===== config.mk =====
export PLATFORM = sky130hd
export DESIGN_NAME = circular_deque_core
export DESIGN_NICKNAME = d
export VERILOG_FILES = /design/src/design/cdq_pkg.sv /design/src/design/cdq_cell.sv /design/src/design/circular_deque_core.sv
export SDC_FILE = /design/constraint.sdc
export NUM_CORES = 1
export LEC_CHECK = 0
export ABC_CLOCK_PERIOD_IN_PS = 12050
export BUFFER_PORTS_ARGS = -buffer_cell sky130_fd_sc_hd__clkbuf_2
export CAP_MARGIN = 20
export CORE_AREA = 2 2 172 174
export DETAILED_ROUTE_END_ITERATION = 10
export DIE_AREA = 0 0 174 176
export GPL_ROUTABILITY_DRIVEN = 0
export PLACE_DENSITY = 0.82
export SYNTH_ARGS = -nofsm -noshare
export SYNTH_HDL_FRONTEND = slang
export SYNTH_HIERARCHICAL = 1
export SYNTH_SLANG_ARGS = --single-unit

===== constraint.sdc =====
create_clock -name i_clk -period 12.05 [get_ports i_clk]
set_clock_uncertainty 0.2 [all_clocks]
set_input_delay 2.41 -clock i_clk [delete_from_list [all_inputs] [get_ports i_clk]]
set_output_delay 2.41 -clock i_clk [all_outputs]
set_load 0.03 [all_outputs]

===== src/design/cdq_pkg.sv =====
`timescale 1ns / 1ps

package cdq_pkg;

    // Word and field widths
    localparam int WORD_W  = 32;
    localparam int KIND_W  = 3;
    localparam int STAT_W  = 2;
    localparam int OCC_W   = 4;
    localparam int S_DATA_W = 32;  // value
    localparam int M_DATA_W = 40;  // data, status, occupancy, zero pad

    // Default number of cells
    localparam int CDQ_DEPTH = 8;

    // Operation codes carried in tuser
    localparam logic [KIND_W-1:0] KIND_INS_FRONT  = 3'd0;
    localparam logic [KIND_W-1:0] KIND_INS_REAR   = 3'd1;
    localparam logic [KIND_W-1:0] KIND_DEL_FRONT  = 3'd2;
    localparam logic [KIND_W-1:0] KIND_DEL_REAR   = 3'd3;
    localparam logic [KIND_W-1:0] KIND_PEEK_FRONT = 3'd4;
    localparam logic [KIND_W-1:0] KIND_PEEK_REAR  = 3'd5;

    // Status codes
    localparam logic [STAT_W-1:0] STAT_OK    = 2'd0;
    localparam logic [STAT_W-1:0] STAT_FULL  = 2'd1;
    localparam logic [STAT_W-1:0] STAT_EMPTY = 2'd2;

    // Command broadcast to every cell of the chain, at most one bit set
    typedef struct packed {
        logic shift_r;    // push at front: every word moves one cell back
        logic shift_l;    // pop at front: every word moves one cell forward
        logic put_rear;   // first free cell takes the new word
        logic drop_rear;  // last occupied cell empties
    } t_cell_op;

endpackage


===== src/design/cdq_cell.sv =====
`timescale 1ns / 1ps

module cdq_cell
    import cdq_pkg::*;
(
    input  logic              i_clk,
    input  logic              i_rst_n,
    input  t_cell_op          i_op,
    input  logic [WORD_W-1:0] i_new_word,
    input  logic [WORD_W-1:0] i_left_word,
    input  logic              i_left_valid,
    input  logic [WORD_W-1:0] i_right_word,
    input  logic              i_right_valid,
    output logic [WORD_W-1:0] o_word,
    output logic              o_valid,
    output logic [WORD_W-1:0] o_rear_tap
);

    logic [WORD_W-1:0] r_word;
    logic              r_valid;
    logic [WORD_W-1:0] n_word;
    logic              n_valid;
    logic              w_is_rear;
    logic              w_is_slot;

    // This cell holds the rear word, or is the first free one
    assign w_is_rear = r_valid && !i_right_valid;
    assign w_is_slot = !r_valid && i_left_valid;

    // Next contents from the broadcast command and the neighbors
    always_comb begin
        n_word  = r_word;
        n_valid = r_valid;
        if (i_op.shift_r) begin
            n_word  = i_left_word;
            n_valid = i_left_valid;
        end else if (i_op.shift_l) begin
            n_word  = i_right_word;
            n_valid = i_right_valid;
        end else if (i_op.put_rear && w_is_slot) begin
            n_word  = i_new_word;
            n_valid = 1'b1;
        end else if (i_op.drop_rear && w_is_rear) begin
            n_valid = 1'b0;
        end
    end

    // Occupancy flag
    always_ff @(posedge i_clk) begin
        if (!i_rst_n) begin
            r_valid <= 1'b0;
        end else begin
            r_valid <= n_valid;
        end
    end

    // Word, no reset; only read while its flag is set
    always_ff @(posedge i_clk) begin
        r_word <= n_word;
    end

    assign o_word     = r_word;
    assign o_valid    = r_valid;
    assign o_rear_tap = w_is_rear ? r_word : '0;

endmodule


===== src/design/circular_deque_core.sv =====
`timescale 1ns / 1ps

// Channel  | Dir | Fields (lowest bit first)
// s_axis   | in  | tdata: value[31:0]; tuser: kind[2:0]
// m_axis   | out | tdata: data[31:0], status[33:32], occupancy[37:34], zero pad
//
// The deque is a row of DEPTH cells with the front word always in cell 0.
// Each beat is handled in the cycle it is accepted; its result is registered
// and shows in the next cycle, so a beat can be taken every cycle while the
// result register drains. Cells shift together, one cell per cycle, on an accepted front insert or delete.
// Reset (synchronous, active low) empties all cells and the result register.
// A stalled result register holds its beat and stops input until taken.

module circular_deque_core
    import cdq_pkg::*;
#(
    parameter int DEPTH = CDQ_DEPTH
) (
    input  logic                i_clk,
    input  logic                i_rst_n,
    input  logic                i_s_tvalid,
    output logic                o_s_tready,
    input  logic [S_DATA_W-1:0] i_s_tdata,   // value[31:0]
    input  logic [KIND_W-1:0]   i_s_tuser,   // kind[2:0]
    output logic                o_m_tvalid,
    input  logic                i_m_tready,
    output logic [M_DATA_W-1:0] o_m_tdata    // data, status, occupancy, pad
);

    localparam int CNT_W = $clog2(DEPTH + 1);
    localparam int PAD_W = M_DATA_W - WORD_W - STAT_W - OCC_W;

    logic [CNT_W-1:0]  r_count;
    logic [CNT_W-1:0]  n_count;
    logic              r_out_valid;
    logic [M_DATA_W-1:0] r_out_data;

    logic              w_accept;
    logic              w_full;
    logic              w_empty;
    t_cell_op          w_op;
    logic [WORD_W-1:0] w_res_data;
    logic [STAT_W-1:0] w_res_stat;
    logic [WORD_W-1:0] w_rear_word;

    logic [WORD_W-1:0] w_word [DEPTH];
    logic              w_valid [DEPTH];
    logic [WORD_W-1:0] w_tap  [DEPTH];

    assign o_s_tready = !r_out_valid || i_m_tready;
    assign w_accept   = i_s_tvalid && o_s_tready;
    assign w_full     = (r_count == CNT_W'(DEPTH));
    assign w_empty    = (r_count == '0);

    // Chain of cells
    for (genvar g = 0; g < DEPTH; g++) begin : g_cell
        logic [WORD_W-1:0] w_lw;
        logic              w_lv;
        logic [WORD_W-1:0] w_rw;
        logic              w_rv;

        if (g == 0) begin : g_first
            assign w_lw = i_s_tdata;
            assign w_lv = 1'b1;
        end else begin : g_mid_l
            assign w_lw = w_word[g-1];
            assign w_lv = w_valid[g-1];
        end

        if (g == DEPTH - 1) begin : g_last
            assign w_rw = '0;
            assign w_rv = 1'b0;
        end else begin : g_mid_r
            assign w_rw = w_word[g+1];
            assign w_rv = w_valid[g+1];
        end

        cdq_cell u_cell (
            .i_clk        (i_clk),
            .i_rst_n      (i_rst_n),
            .i_op         (w_op),
            .i_new_word   (i_s_tdata),
            .i_left_word  (w_lw),
            .i_left_valid (w_lv),
            .i_right_word (w_rw),
            .i_right_valid(w_rv),
            .o_word       (w_word[g]),
            .o_valid      (w_valid[g]),
            .o_rear_tap   (w_tap[g])
        );
    end

    // Rear word: only the last occupied cell drives its tap
    always_comb begin
        w_rear_word = '0;
        for (int i = 0; i < DEPTH; i++) begin
            w_rear_word = w_rear_word | w_tap[i];
        end
    end

    // Decode the operation
    always_comb begin
        w_op       = '0;
        n_count    = r_count;
        w_res_data = '0;
        w_res_stat = STAT_OK;
        case (i_s_tuser)
            KIND_INS_FRONT, KIND_INS_REAR: begin
                if (w_full) begin
                    w_res_stat = STAT_FULL;
                end else begin
                    w_op.shift_r  = (i_s_tuser == KIND_INS_FRONT);
                    w_op.put_rear = (i_s_tuser == KIND_INS_REAR);
                    n_count       = r_count + 1'b1;
                end
            end
            KIND_DEL_FRONT, KIND_PEEK_FRONT: begin
                if (w_empty) begin
                    w_res_stat = STAT_EMPTY;
                end else begin
                    w_res_data  = w_word[0];
                    w_op.shift_l = (i_s_tuser == KIND_DEL_FRONT);
                    if (i_s_tuser == KIND_DEL_FRONT) begin
                        n_count = r_count - 1'b1;
                    end
                end
            end
            KIND_DEL_REAR, KIND_PEEK_REAR: begin
                if (w_empty) begin
                    w_res_stat = STAT_EMPTY;
                end else begin
                    w_res_data     = w_rear_word;
                    w_op.drop_rear = (i_s_tuser == KIND_DEL_REAR);
                    if (i_s_tuser == KIND_DEL_REAR) begin
                        n_count = r_count - 1'b1;
                    end
                end
            end
            default: begin
                // unused kinds leave everything as is
            end
        endcase
        if (!w_accept) begin
            w_op    = '0;
            n_count = r_count;
        end
    end

    // Occupancy counter and result valid
    always_ff @(posedge i_clk) begin
        if (!i_rst_n) begin
            r_count     <= '0;
            r_out_valid <= 1'b0;
        end else begin
            r_count <= n_count;
            if (w_accept) begin
                r_out_valid <= 1'b1;
            end else if (i_m_tready) begin
                r_out_valid <= 1'b0;
            end
        end
    end

    // Result beat
    always_ff @(posedge i_clk) begin
        if (w_accept) begin
            r_out_data <= {PAD_W'(0), OCC_W'(n_count), w_res_stat, w_res_data};
        end
    end

    assign o_m_tvalid = r_out_valid;
    assign o_m_tdata  = r_out_data;

    // Checks
    logic [CNT_W-1:0] w_valid_cnt;
    always_comb begin
        w_valid_cnt = '0;
        for (int i = 0; i < DEPTH; i++) begin
            w_valid_cnt = w_valid_cnt + CNT_W'(w_valid[i]);
        end
    end

    a_count_bound: assert property (@(posedge i_clk) disable iff (!i_rst_n)
        r_count <= CNT_W'(DEPTH))
        else $error("occupancy above depth");

    a_cells_match: assert property (@(posedge i_clk) disable iff (!i_rst_n)
        w_valid_cnt == r_count)
        else $error("occupied cells disagree with count");

    a_front_flag: assert property (@(posedge i_clk) disable iff (!i_rst_n)
        w_valid[0] == !w_empty)
        else $error("front cell flag disagrees with count");

    a_insert_grows: assert property (@(posedge i_clk) disable iff (!i_rst_n)
        w_accept && !w_full
            && (i_s_tuser == KIND_INS_FRONT || i_s_tuser == KIND_INS_REAR)
        |=> r_count == $past(r_count) + 1'b1)
        else $error("insert did not grow the deque");

endmodule


==> results of run 1 <==
registers in the layout, summed over array words and instances (netlist names):
signal and cells:
g_cell.u_cell/o_valid 8, g_cell.u_cell/o_word 256, o_m_tdata 38, o_m_tvalid 1
r_count 4
cells by family after synthesis:
| logic type | share of synthesized area (%) |
|---|---|
| compound gates | 10.00 |
| xor+xnor | 0.04758 |
| fa+ha+maj | 0.3398 |
| buf+inv | 6.191 |
| flops | 49.36 |
| mux | 13.97 |
| other cells | 0.04079 |
| simple gates | 20.04 |
worst register-to-register path: cells and delay by family, from the launching register on:
kind | cells | cell delay (ps)
and+or+nand+nor | 4 | 880
adders and majority gates | 1 | 230
AOI/OAI and AO/OA | 1 | 260
DFF | 1 | 430
buffers and inverters | 4 | 2320
cell type report:
type | instances | area, um2
clock buffers | 52 | 979.7
inverters | 19 | 71.32
clock inverters | 11 | 67.56
repair buffers | 97 | 558.0
multi-input cells | 1352 | 8396
fillers | 2181 | 8906
well taps | 384 | 480.5
flip-flops and latches | 307 | 9089
per-layer routing:
metal	up-vias	global-route usage, %	routed length (um)
met4	0	9.069	1225
met2	540	45.20	19920
met5	-	0	0
met1	6424	38.61	18520
met3	101	3.467	2996
li1	6367	-	-
power groups by stage:
stage	logic, mW	clock network, mW	registers, mW
6_report	0.219	0.994	1.23
5_1_grt	0.240	1.05	1.23
4_1_cts	0.218	1.01	1.23
3_5_place_dp	0.217	0	1.25
3_3_place_gp	0.208	0	1.25
2_1_floorplan	0.138	0	1.26
stage by stage:
stage / total power, mW / cells / util, %
6_report: 2.440 / 2222 / 68.80
3_5_place_dp: 1.464 / 2159 / 65.13
3_3_place_gp: 1.454 / 2159 / 65.13
4_1_cts: 2.450 / 2222 / 68.80
2_1_floorplan: 1.395 / 1804 / -
5_1_grt: 2.516 / 2222 / 68.80
placed cells by master (no fill, tap or decap), drive strengths merged, types with 5 or more instances in the layout:
master,instances
nand2,279
conb,39
mux2i,257
nand3,34
clkinv,8
edfxtp,294
nor4,65
clkbuf,130
a21boi,8
inv,22
buf,19
o21ai,305
and2,257
o211a,8
nor2b,18
dfxtp,13
nor2,43
ha,5
path summary, 6_finish.rpt:
kind                                                    end  slack (ps)  cells after the start                         from
worst max-delay path            g_cell[5].u_cell/o_word[16]        6240                      8                 i_s_tuser[0]
worst min-delay path            g_cell[5].u_cell/o_word[11]         370                      2  g_cell[4].u_cell/o_word[11]
worst max register to register  g_cell[5].u_cell/o_word[16]        7370                     10                   r_count[0]
worst min register to register  g_cell[5].u_cell/o_word[11]         370                      2  g_cell[4].u_cell/o_word[11]
==> summary by stage, run 1 <==
STA
Headroom to the max-slew limit came out at between 20 and 25%. The transition time at the pin with the least slew margin is 1162 ps. The final count of negative-setup-slack endpoints is 0. The final hold slack is 374.5 ps. The final max-slew violation count was 0. The number of hold violations in the final report is 0.

The routed design could run at a clock period as short as 5813 ps. Adding up every negative setup slack in the final design gives 0 ps. Static timing analysis puts the maximum clock frequency at 172.0 MHz. Setup repair after global routing left no endpoint under its margin. The final worst slack is 6237 ps. The post-route clock period utilization is approximately half.

Worst setup path
STA puts the critical path data required time at about 12000 ps. The critical path contains buffers and inverters numbering 5 combined. STA puts the critical path data arrival time at approximately 5800 ps. Walking the worst path, the cells encountered are clkbuf_2 -> buf_4 -> nor3_2 -> buf_4 -> buf_4 -> nor2_2 -> o21ai_4 -> buf_4. The kind of cell with the highest combined delay along the critical path is buffers and inverters. The critical path is of the in2reg type. The critical path startpoint category is an input pin.

For this run, the slowest stage of the critical path takes 900 ps. The kind of capture point of the worst setup path is a flip-flop. Counting stages on the worst path, the most repeated cell is buf_4. For this design, the slowest cell found on the critical path is buf_4. The top fanout value on the critical path is 113.

Placement
Detailed placement finished with a half-perimeter wire length of between 20 and 30 mm. The number of buffer cells added on primary ports is 78. At the placement stage, the worst setup path has a slack of 5805 ps.

After detailed placement, the total cell area comes to 0.01859 mm2.

Yosys
The average cell area after synthesis is 10.42 um2. The library cell with the highest instance count after synthesis is edfxtp_1. Yosys printed 6 warnings. The async set-or-reset flop fraction in the synthesized netlist is 0%. Synthesis produced about 1800 cells.

The share of the yosys chip area belonging to registers is roughly 49%. Yosys attributes the largest share of cell area to edfxtp_1 48%, mux2i_1 14%, and2_1 8.7%, o21ai_1 7.2%, nand2_1 5.7%. After synthesis, the largest area contributor takes up 47.95% of total cell area. The post-synth design cell area is 0.01841 mm2. The leading register cell type out of synthesis is edfxtp_1.

The flop and latch count out of synthesis is 307. The number of flops mapped to enable cells by yosys is 294. The post-synthesis cell type count is between 40 and 50. The synthesized design spends more area on one cell type than any other, namely edfxtp_1. The commonest cells after synthesis are 294 x edfxtp_1, 278 x nand2_1, 264 x o21ai_1.

Min path
The class of the tightest hold or removal check is reg2reg.

GRT
The number of global-route vias before repair is 12960. Entering global routing, the biggest net connects 231 pins. The sum of overflow across all layers after global routing is 0. The number of antenna violations at the first check in global routing is 0.

The wire length of the first global-routing pass is between 60 and 70 mm. Global routing consumed, over all layers together, 27.60% of the routing resources.

Drt
The length of the first detailed-routing pass in iterations is 6. The detailed router placed around 13000 vias in this run. Summed over all layers, the routed wires come to 42.66 mm.

The initial detailed-routing violation count is 1549. The routed wirelength normalized by instance count is 19.20 um. After detailed routing, the number of vias per cell comes to 6.045. The detailed-route DRC error count is 0.

The count of nets left with antenna violations once routing finished came out at 0.

Clocking
Post-CTS timing repair inserted 0 buffers for setup. The number of buffers inserted for hold repair after clock tree synthesis is 0. TritonCTS built the clock tree. The number of gates resized after CTS was 0. The total clock buffers created by CTS is 35. The number of H-tree branching levels is 2.

Clock-pin slew was measured on the worst setup and hold paths at 60 ps. The clock latency of the later-clocked register in the worst-skew pair is 530 ps. The tree is rooted in a clkbuf_16.

In this run the deepest clock path goes through 3 buffers. For this design, the sink count on the clock tree is 307.

Pwr
In this run the power spent charging and discharging nets is 0.5908 mW. Cell internal power was estimated by the tool at approximately 1.8 mW. The power density normalized to cell area is between 100 and 150 mW/mm2. The net switching fraction of the power is about a quarter. Summed over all cells, the static leakage comes to 6.327 nW.

The clock network burns 40.8% of the power. The share of power burned in combinational logic is around 9%. Across the VDD grid, the largest voltage drop is 0.08502 mV. Per report_power, the sequential group accounts for 50.2% of the total.

Layout
The final layout contains about 1900 nets. The layout cell share with drive strength beyond 1 is 9.739%. Relative to the synthesized area, the layout overhead comes to 6.680%. The antenna diode count is 0. After routing the design area is 0.01964 mm2.

Run
The reported max-cap violation count is 0.

Floorplanning
The initial cell density of the core is 64.49%. The total area inside the core boundary comes to approximately 0.029 mm2. The vertical die dimension is ~180 um. The number of top-level design ports is 81. The number of core rows is 62. From left edge to right edge, the die measures roughly 170 um.

The die covers 0.03062 mm2.

Outcome
The flow ran to the end, and the final reports show no timing, DRC or antenna violations.
Power figures use the tool's default switching activity.
==> run 2, diff against run 1 <==
Settings changed: ABC_AREA from default to 1, ABC_CLOCK_PERIOD_IN_PS 12050 to 5100, CORE_AREA 2 2 172 174 to 2 2 186 188, DIE_AREA 0 0 174 176 to 0 0 188 190, PLACE_DENSITY 0.82 to 0.77.
Clock period 12.05 ns to 5.1 ns, I/O delays scaled along.
==> run 2 against run 1 <==
  * Global-route usage is 2.8 points higher
  * Synthesized area up 2.8%
  * Sequential cell count unchanged
  * Non-clock buffer count did not move
  * Via count increased by 26%
  * Critical path type unchanged
  * Largest power group unchanged
  * Highest routed layer is now met5
==> summary by stage, run 2 <==
Clocking
The clock input transition at the sequential cells of the worst setup and hold paths is 60 ps (about the same). The number of H-tree branching levels came to 2 (unchanged). The buffer type at the clock tree root is clkbuf_16.

The clock latency of the later-clocked register in the worst-skew pair was 530 ps (about the same). The number of buffers inserted by post-CTS setup repair came to 0 (unchanged). The number of buffers on the longest clock path is 3 (unchanged). The clock sink total is 307 (unchanged). The number of buffers inserted for hold repair after clock tree synthesis came to 0 (unchanged).

The number of gates given a new drive strength after cts is 0 (unchanged). The total clock buffers created by CTS is 35 (unchanged). The TritonCTS clock tree is built.

Yosys
The average cell area after synthesis came to 8.054 um2 (-23%). The post-synthesis cell type count came to 28 (-43%). The flop and latch count out of synthesis is 307 (unchanged). Summed over all instances, the cell type with the most area after synthesis is edfxtp_1.

The library cell with the highest instance count after synthesis is nor2_1. The number of flops mapped to enable cells by yosys is 294 (unchanged). The async set-or-reset flop fraction in the synthesized netlist is 0% (unchanged).

The number of warnings reported in the yosys synthesis log came to 6 (unchanged). The post-synth design cell area is 0.01894 mm2 (+2.8%). Sorting the synthesized cells by area gives the leading types as edfxtp_1 47%, a21oi_1 13%, nor2_1 11%, nand2_1 7.4%, inv_1 5.7%. The fraction of synthesized cell area taken by the top area cell type is 46.62% (-1.3 points). The most used flip-flop cell after synthesis is edfxtp_1. The share of the yosys chip area belonging to registers is 48.00% (-1.4 points).

The commonest cells after synthesis are 549 x nor2_1, 476 x a21oi_1, 372 x nand2_1. The synthesized netlist cell count is 2351 (+33%).

Floorplanning
The number of top-level design ports is 81 (unchanged). The vertical die dimension is 190 um (+8.0%). The initial cell density of the core was 55.78% (-8.7 points). The number of core rows was 68 (+9.7%). The width of the die came to 188 um (+8.0%).

The core box area is 0.03395 mm2 (+19%). The total die area is 0.03572 mm2 (+17%).

Outcome
The flow ran to the end, and the final reports show no timing, DRC or antenna violations.

Min path
The path class of the tightest hold or removal check is reg2reg. The startpoint identified for the worst hold timing path is o_m_tvalid.

Drt
The number of vias per cell after detailed routing is 5.948 (-1.6%). The routed wirelength normalized by instance count came to 19.54 um (+1.8%). The detailed-route DRC error count is 0 (unchanged). The initial detailed-routing violation count is 2510 (+62%). The length of the first detailed-routing pass in iterations is 6 (unchanged).

The total wirelength of the detailed-routed design is 55.73 mm (+31%). The remaining number of nets flagged by the antenna check after routing is 0 (unchanged). The overall via count from detail_route was 16970 (+26%). The length of routed met3 wiring is 6.216 mm (+110%). The met2 layer wire length in the routed design is 25.87 mm (+30%). The met1 wire length is 22.00 mm (+19%).

The highest layer touched by signal routing is met5.

Layout
The area taken by flip-flops and latches is 0.009089 mm2 (unchanged). The number of nets in the finished design came to 2420 (+30%). The antenna diode count came to 0 (unchanged). The library cells used most frequently in the layout, excluding fill and tap cells, are 548 x nor2_1, 476 x a21oi_1, 364 x nand2_1, 294 x edfxtp_1, 287 x inv_1. The flip-flop count of the largest register after layout was 256 (unchanged).

The layout cell share with drive strength beyond 1 was 9.595% (-0.14 points). The filler cell count in the final layout is 2923 (+34%). The commonest non-fill, non-tap cell in the layout is nor2_1.

The area growth from synthesis to layout is 5.293%. The area of the multi-input gates is 0.007412 mm2 (-12%).

Worst setup path
The number of buffers and inverters on the critical path came to 2 (-3). The critical path is of the in2reg type. The worst path required time came to 5030 ps (-6980 ps).

The critical path goes through clkbuf_2 -> inv_2 -> ha_1 -> nand2_1 -> nor3_1 -> nand3_1 -> nand2_2. The largest individual stage delay along the critical path comes from the cell nand2_2. The startpoint identified for the worst register-to-register timing path is r_count[1]. In this run the worst setup path begins at i_s_tuser[2]. The critical path startpoint category is an input pin. The top fanout value on the critical path is 33 (-71%). The data arrival time at the worst-slack endpoint came to 3530 ps (-2250 ps). Grouping stages by cell kind, the critical path spends the most delay in simple AND/OR/NAND/NOR gates. The delay of the slowest critical-path stage was 860 ps (-40 ps). STA classifies the critical path endpoint as a flip-flop.

Pwr
The power density normalized to cell area is 309.6 mW/mm2 (+150%). The standby leakage power is 9.014 nW (+42%). The maximum resistive drop on vdd came to 0.2291 mV (+170%).

GRT
The number of global-route vias before repair is 15940 (+23%). The overall routing resource usage was 30.43% (+2.8 points). The wire length of the first global-routing pass is 86.03 mm (+26%). The sum of overflow across all layers after global routing was 0 (unchanged). The largest net degree at the start of global routing is 150 (-35%). The number of antenna violations at the first check in global routing is 1 (+1).

STA
After layout, the worst path uses 70.63% of the clock period. The transition time at the pin with the least slew margin came to 1118 ps (-44.21 ps). The final max-slew violation count is 0 (unchanged). The accumulated negative setup slack is 0 ps (unchanged). The peak clock frequency supported by timing is 277.6 MHz. Setup repair after global routing left no endpoint under its margin. The relative slew slack was 25.22% (+2.7 points). The final count of negative-setup-slack endpoints is 0 (unchanged). The worst path in the final design needs a cycle of around 3600 ps, including I/O delays and setup. The number of hold violations in the final report is 0 (unchanged).

The final worst slack came to 1498 ps (-4739 ps).

Placement
The sum of net half-perimeters after detailed placement is 31.44 mm (+25%). The number of buffer cells added on primary ports was 78 (unchanged). The pre-CTS setup slack is 1105 ps (-4701 ps).

Run
The reported max-cap violation count came to 0 (unchanged).
==> run 2: layer usage <==
layer  GRT usage (%)  up-vias
li1                -     7720
met2           49.21     1053
met4           11.18        2
met5               0        -
met1           40.97     8041
met3           5.774      149
==> run 2: report_power, final <==
group / leakage [nW] / total [mW] / switching, mW / internal (mW)
sequential: 2.82 / 2.97 / 0.0635 / 2.91
clock: 0.522 / 2.43 / 1.02 / 1.41
combinational: 5.67 / 0.777 / 0.546 / 0.231
==> run 2: cell families after synthesis <==
family,after synthesis,synth area share [%]
AOI/OAI and AO/OA,562,16.44
xor gates and xnor gates,1,0.04626
adders and majority gates,5,0.3304
buffers and inverters,455,13.72
DFF,307,48.00
other,2,0.03966
and+or+nand+nor,1019,21.42
==> run 2: worst paths after layout <==
check | end | slack [ps] | cells past startpoint
setup / recovery | g_cell[5].u_cell/o_word[27] | 1500 | 7
hold / removal | o_m_tvalid | 360 | 2
setup reg to reg | g_cell[5].u_cell/o_word[27] | 1560 | 7
hold reg to reg | o_m_tvalid | 360 | 2
==> run 2: final cells by class <==
| type | count | area share (%) |
|---|---|---|
| sequential | 307 | 45.59 |
| clock buffer | 48 | 5.002 |
| clock inverter | 10 | 0.3389 |
| timing repair buffer | 97 | 2.862 |
| tap | 455 | 2.855 |
| inverter | 311 | 6.181 |
| multi-input combinational | 1624 | 37.18 |
==> run 2: worst min-delay path, cell delays in order (launching register included) <==
cell	delay, ps
dfxtp_1	310
nand2_1	110
a21oi_1	80
==> run 2: stage by stage <==
| step | hold WS [ps] | utilization (%) | cell area (um2) | power (mW) | cells |
|---|---|---|---|---|---|
| floorplan | 328.0 | - | 19070 | 3.563 | 2386 |
| global placement | 325.6 | 55.59 | 18870 | 3.744 | 2794 |
| detailed placement | 355.9 | 55.59 | 18870 | 3.774 | 2794 |
| CTS | 363.4 | 58.73 | 19940 | 6.167 | 2852 |
| global route | 418.2 | 58.73 | 19940 | 6.361 | 2852 |
| finish | 356.0 | 58.73 | 19940 | 6.173 | 2852 |
==> run 3, diff against run 2 <==
Settings changed: ABC_AREA 1 to 0, ABC_CLOCK_PERIOD_IN_PS 5100 to 3600, CORE_AREA 2 2 186 188 to 2 2 174 176, DIE_AREA 0 0 188 190 to 0 0 176 178, PLACE_DENSITY 0.77 to 0.81.
Clock period 5.1 ns to 3.6 ns, I/O delays scaled along.
==> run 3 against run 2 <==
  * Global-route usage fell by 2.0 points
  * Sequential cell count is the same
  * Critical path depth is 2 higher
  * Final area is 0.15% lower
  * Hold slack worse by 95 ps
  * Critical path type is now reg2reg
  * Clock power is 35% higher
  * Die area down 12%
  * Largest cell class unchanged
  * Combinational power shrank 3.1%
  * Sequential share of layout area is 0.069 points higher
  * Register-to-register slack got worse by 1000 ps
==> summary by stage, run 3 (synthesized netlist as in run 1, its figures left out) <==
Clocking
The TritonCTS clock tree is built. The number of buffers on the longest clock path is 3 (unchanged). The number of H-tree branching levels is 2 (unchanged). The clock latency of the later-clocked register in the worst-skew pair is 520 ps (about the same). The total clock buffers created by CTS is 34 (-2.9%). The number of gates given a new drive strength after cts is 0 (unchanged). The clock input transition at the sequential cells of the worst setup and hold paths is 60 ps (about the same). The number of buffers inserted by post-CTS setup repair came to 0 (unchanged). The root buffer cell chosen for the clock tree is clkbuf_16. The clock sink total is 307 (unchanged). The number of buffers inserted for hold repair after clock tree synthesis was 0 (unchanged).

Placement
The number of buffer cells added on primary ports is 78 (unchanged). The number of placed cells counting well taps is 2189 (-22%). The pre-CTS setup slack came to 595.9 ps (-508.7 ps). The sum of net half-perimeters after detailed placement is 26.29 mm (-16%).

Drt
The routed wirelength normalized by instance count is 19.91 um (+1.9%). The overall via count from detail_route came to 13510 (-20%). The initial detailed-routing violation count came to 1730 (-31%). The total wirelength of the detailed-routed design came to 44.79 mm (-20%). The number of vias per cell after detailed routing is 6.008 (+0.99%). The length of the first detailed-routing pass in iterations was 5 (-1). The detailed-route DRC error count is 0 (unchanged). The remaining number of nets flagged by the antenna check after routing is 0 (unchanged).

Worst setup path
The delay of the slowest critical-path stage is 420 ps (-440 ps). The worst path required time is 3550 ps (-1480 ps). The cell family contributing the most delay on the critical path is simple AND/OR/NAND/NOR gates. The kind of capture point of the worst setup path is a flip-flop. The signal on the critical path passes through inv_1 -> ha_1 -> and3b_2 -> or3_1 -> nor3_1 -> buf_4 -> nand2_1 -> o21ai_4 -> buf_4.

The library cell contributing the largest single delay on the critical path is dfxtp_1. The most critical setup path has its startpoint at r_count[0]. The number of buffers and inverters on the critical path is 3 (+1). The setup path with the least slack is of type reg2reg. Among the stages of the critical path, the cell type that occurs most often is buf_4.

The critical path startpoint category is a flip-flop. The data arrival time at the worst-slack endpoint came to 3000 ps (-530 ps). The top fanout value on the critical path is 22 (-33%).

The startpoint of the worst-slack reg-to-reg timing path is r_count[0].

Pwr
The cell-internal power is 6.166 mW (+36%). The portion of total power attributed to sequential cells was 50.5% (+2.4 points). The proportion of power drawn by the clock network is 40.2% (+0.9 points). The switching power summed over all nets was 1.956 mW (+20%). The maximum resistive drop on vdd came to 0.3397 mV (+48%). The total power was 8.122 mW (+32%). The standby leakage power is 6.462 nW (-28%). The power density normalized to cell area is 408.0 mW/mm2 (+32%). The share of power burned in combinational logic is 9.3% (-3.3 points). The net switching fraction of the power is 24.09% (-2.3 points).

Floorplanning
The number of core rows is 63 (-7.4%). The width of the die was 176 um (-6.4%). The total die area was 0.03133 mm2 (-12%). The initial cell density of the core came to 62.62% (+6.8 points).

The vertical die dimension is 178 um (-6.3%). The number of top-level design ports is 81 (unchanged). The core box area is 0.02940 mm2 (-13%).

STA
Setup repair after global routing left no endpoint under its margin. Based on the critical path, the design can be clocked at up to 328.1 MHz. The accumulated negative setup slack is 0 ps (unchanged). The clock period minus final worst setup slack is between 3000 and 4000 ps. Dividing the final minimum period by the clock period gives 84.66%. The final hold slack was 260.8 ps (-95.23 ps).

The relative slew slack is 41.87% (+17 points). The transition time at the pin with the least slew margin is 870.1 ps (-247.6 ps). The final worst slack was 552.2 ps (-945.9 ps).

The final count of negative-setup-slack endpoints came to 0 (unchanged). The final max-slew violation count was 0 (unchanged). The number of hold violations in the final report came to 0 (unchanged).

Min path
The launch point of the worst hold path is i_s_tvalid. The min-delay analysis places its worst path in the category in2reg.

GRT
The number of antenna violations at the first check in global routing is 2 (+1). The largest net degree at the start of global routing is 183 (+22%). The number of global-route vias before repair was 12710 (-20%).

The sum of overflow across all layers after global routing is 0 (unchanged). The overall routing resource usage is 28.39% (-2.0 points). The wire length of the first global-routing pass came to 69.50 mm (-19%).

Layout
The final non-filler cell total is 2249 (-21%). The commonest non-fill, non-tap cell in the layout is edfxtp_1. The layout cell share with drive strength beyond 1 is 10.66% (+1.1 points). The number of nets in the finished design came to 1879 (-22%). In the layout the commonest cells are 294 x edfxtp_1, 278 x nand2_1, 263 x o21ai_1, 257 x mux2i_1, 257 x and2_1.

Compared with the post-synthesis result, the final layout area differs by 8.128%. The flip-flop count of the largest register after layout is 256 (unchanged).

Outcome
The run finished with clean final reports.

Run
The reported max-cap violation count is 0 (unchanged).
## run 3: cell count changes in the layout (fill, tap and decap cells not counted), moves of 16 or more
cell	delta
nor2_1	-513
a21oi_1	-474
inv_1	-270
o21ai_1	+259
and2_1	+257
mux2i_1	+257
nand2_1	-86
a21oi_2	-48
o21ai_0	+32
a22o_1	-31
buf_4	+16
## run 3: path summary, 6_finish.rpt
kind,end,slack (ps),cells past startpoint
max,g_cell[5].u_cell/o_word[16],550,9
min,o_m_tvalid,260,2
max reg2reg,g_cell[5].u_cell/o_word[16],550,9
min reg2reg,g_cell[1].u_cell/o_word[5],380,2
## run 3: worst register-to-register path: stages (launching register included)
cell,delay [ps]
dfxtp_1,420
inv_1,70
ha_1,250
and3b_2,260
or3_1,370
nor3_1,240
buf_4,210
nand2_1,100
o21ai_4,150
buf_4,410
## run 3: cell type report
type	instances	area, um2
fillers	2197	9494
flip-flops and latches	307	9089
multi-input cells	1352	8402
clock buffers	47	920.9
repair buffers	121	850.8
well taps	390	488.0
clock inverters	12	83.83
inverters	19	71.32
diodes	1	2.502
## run 3: layer usage
metal | global-route usage (%) | routed length, um | vias up
met5 | 0 | 0 | -
met4 | 8.919 | 1022 | 0
met3 | 3.325 | 3496 | 79
met2 | 47.01 | 21390 | 564
met1 | 39.50 | 18880 | 6459
li1 | - | - | 6409
## run 3: power by group through the flow
stage	clock [mW]	combinational, mW	sequential [mW]
final	3.27	0.753	4.10
after global routing	3.44	0.823	4.11
after CTS	3.30	0.747	4.10
after detailed placement	0	0.742	4.18
after global placement	0	0.713	4.17
after floorplan	0	0.461	4.21
## run 3: metrics by stage
stage	cell area, um2	util, %
after floorplan	18560	-
after global placement	18900	64.28
after detailed placement	18900	64.28
after CTS	19910	67.70
after global routing	19910	67.70
final	19910	67.71
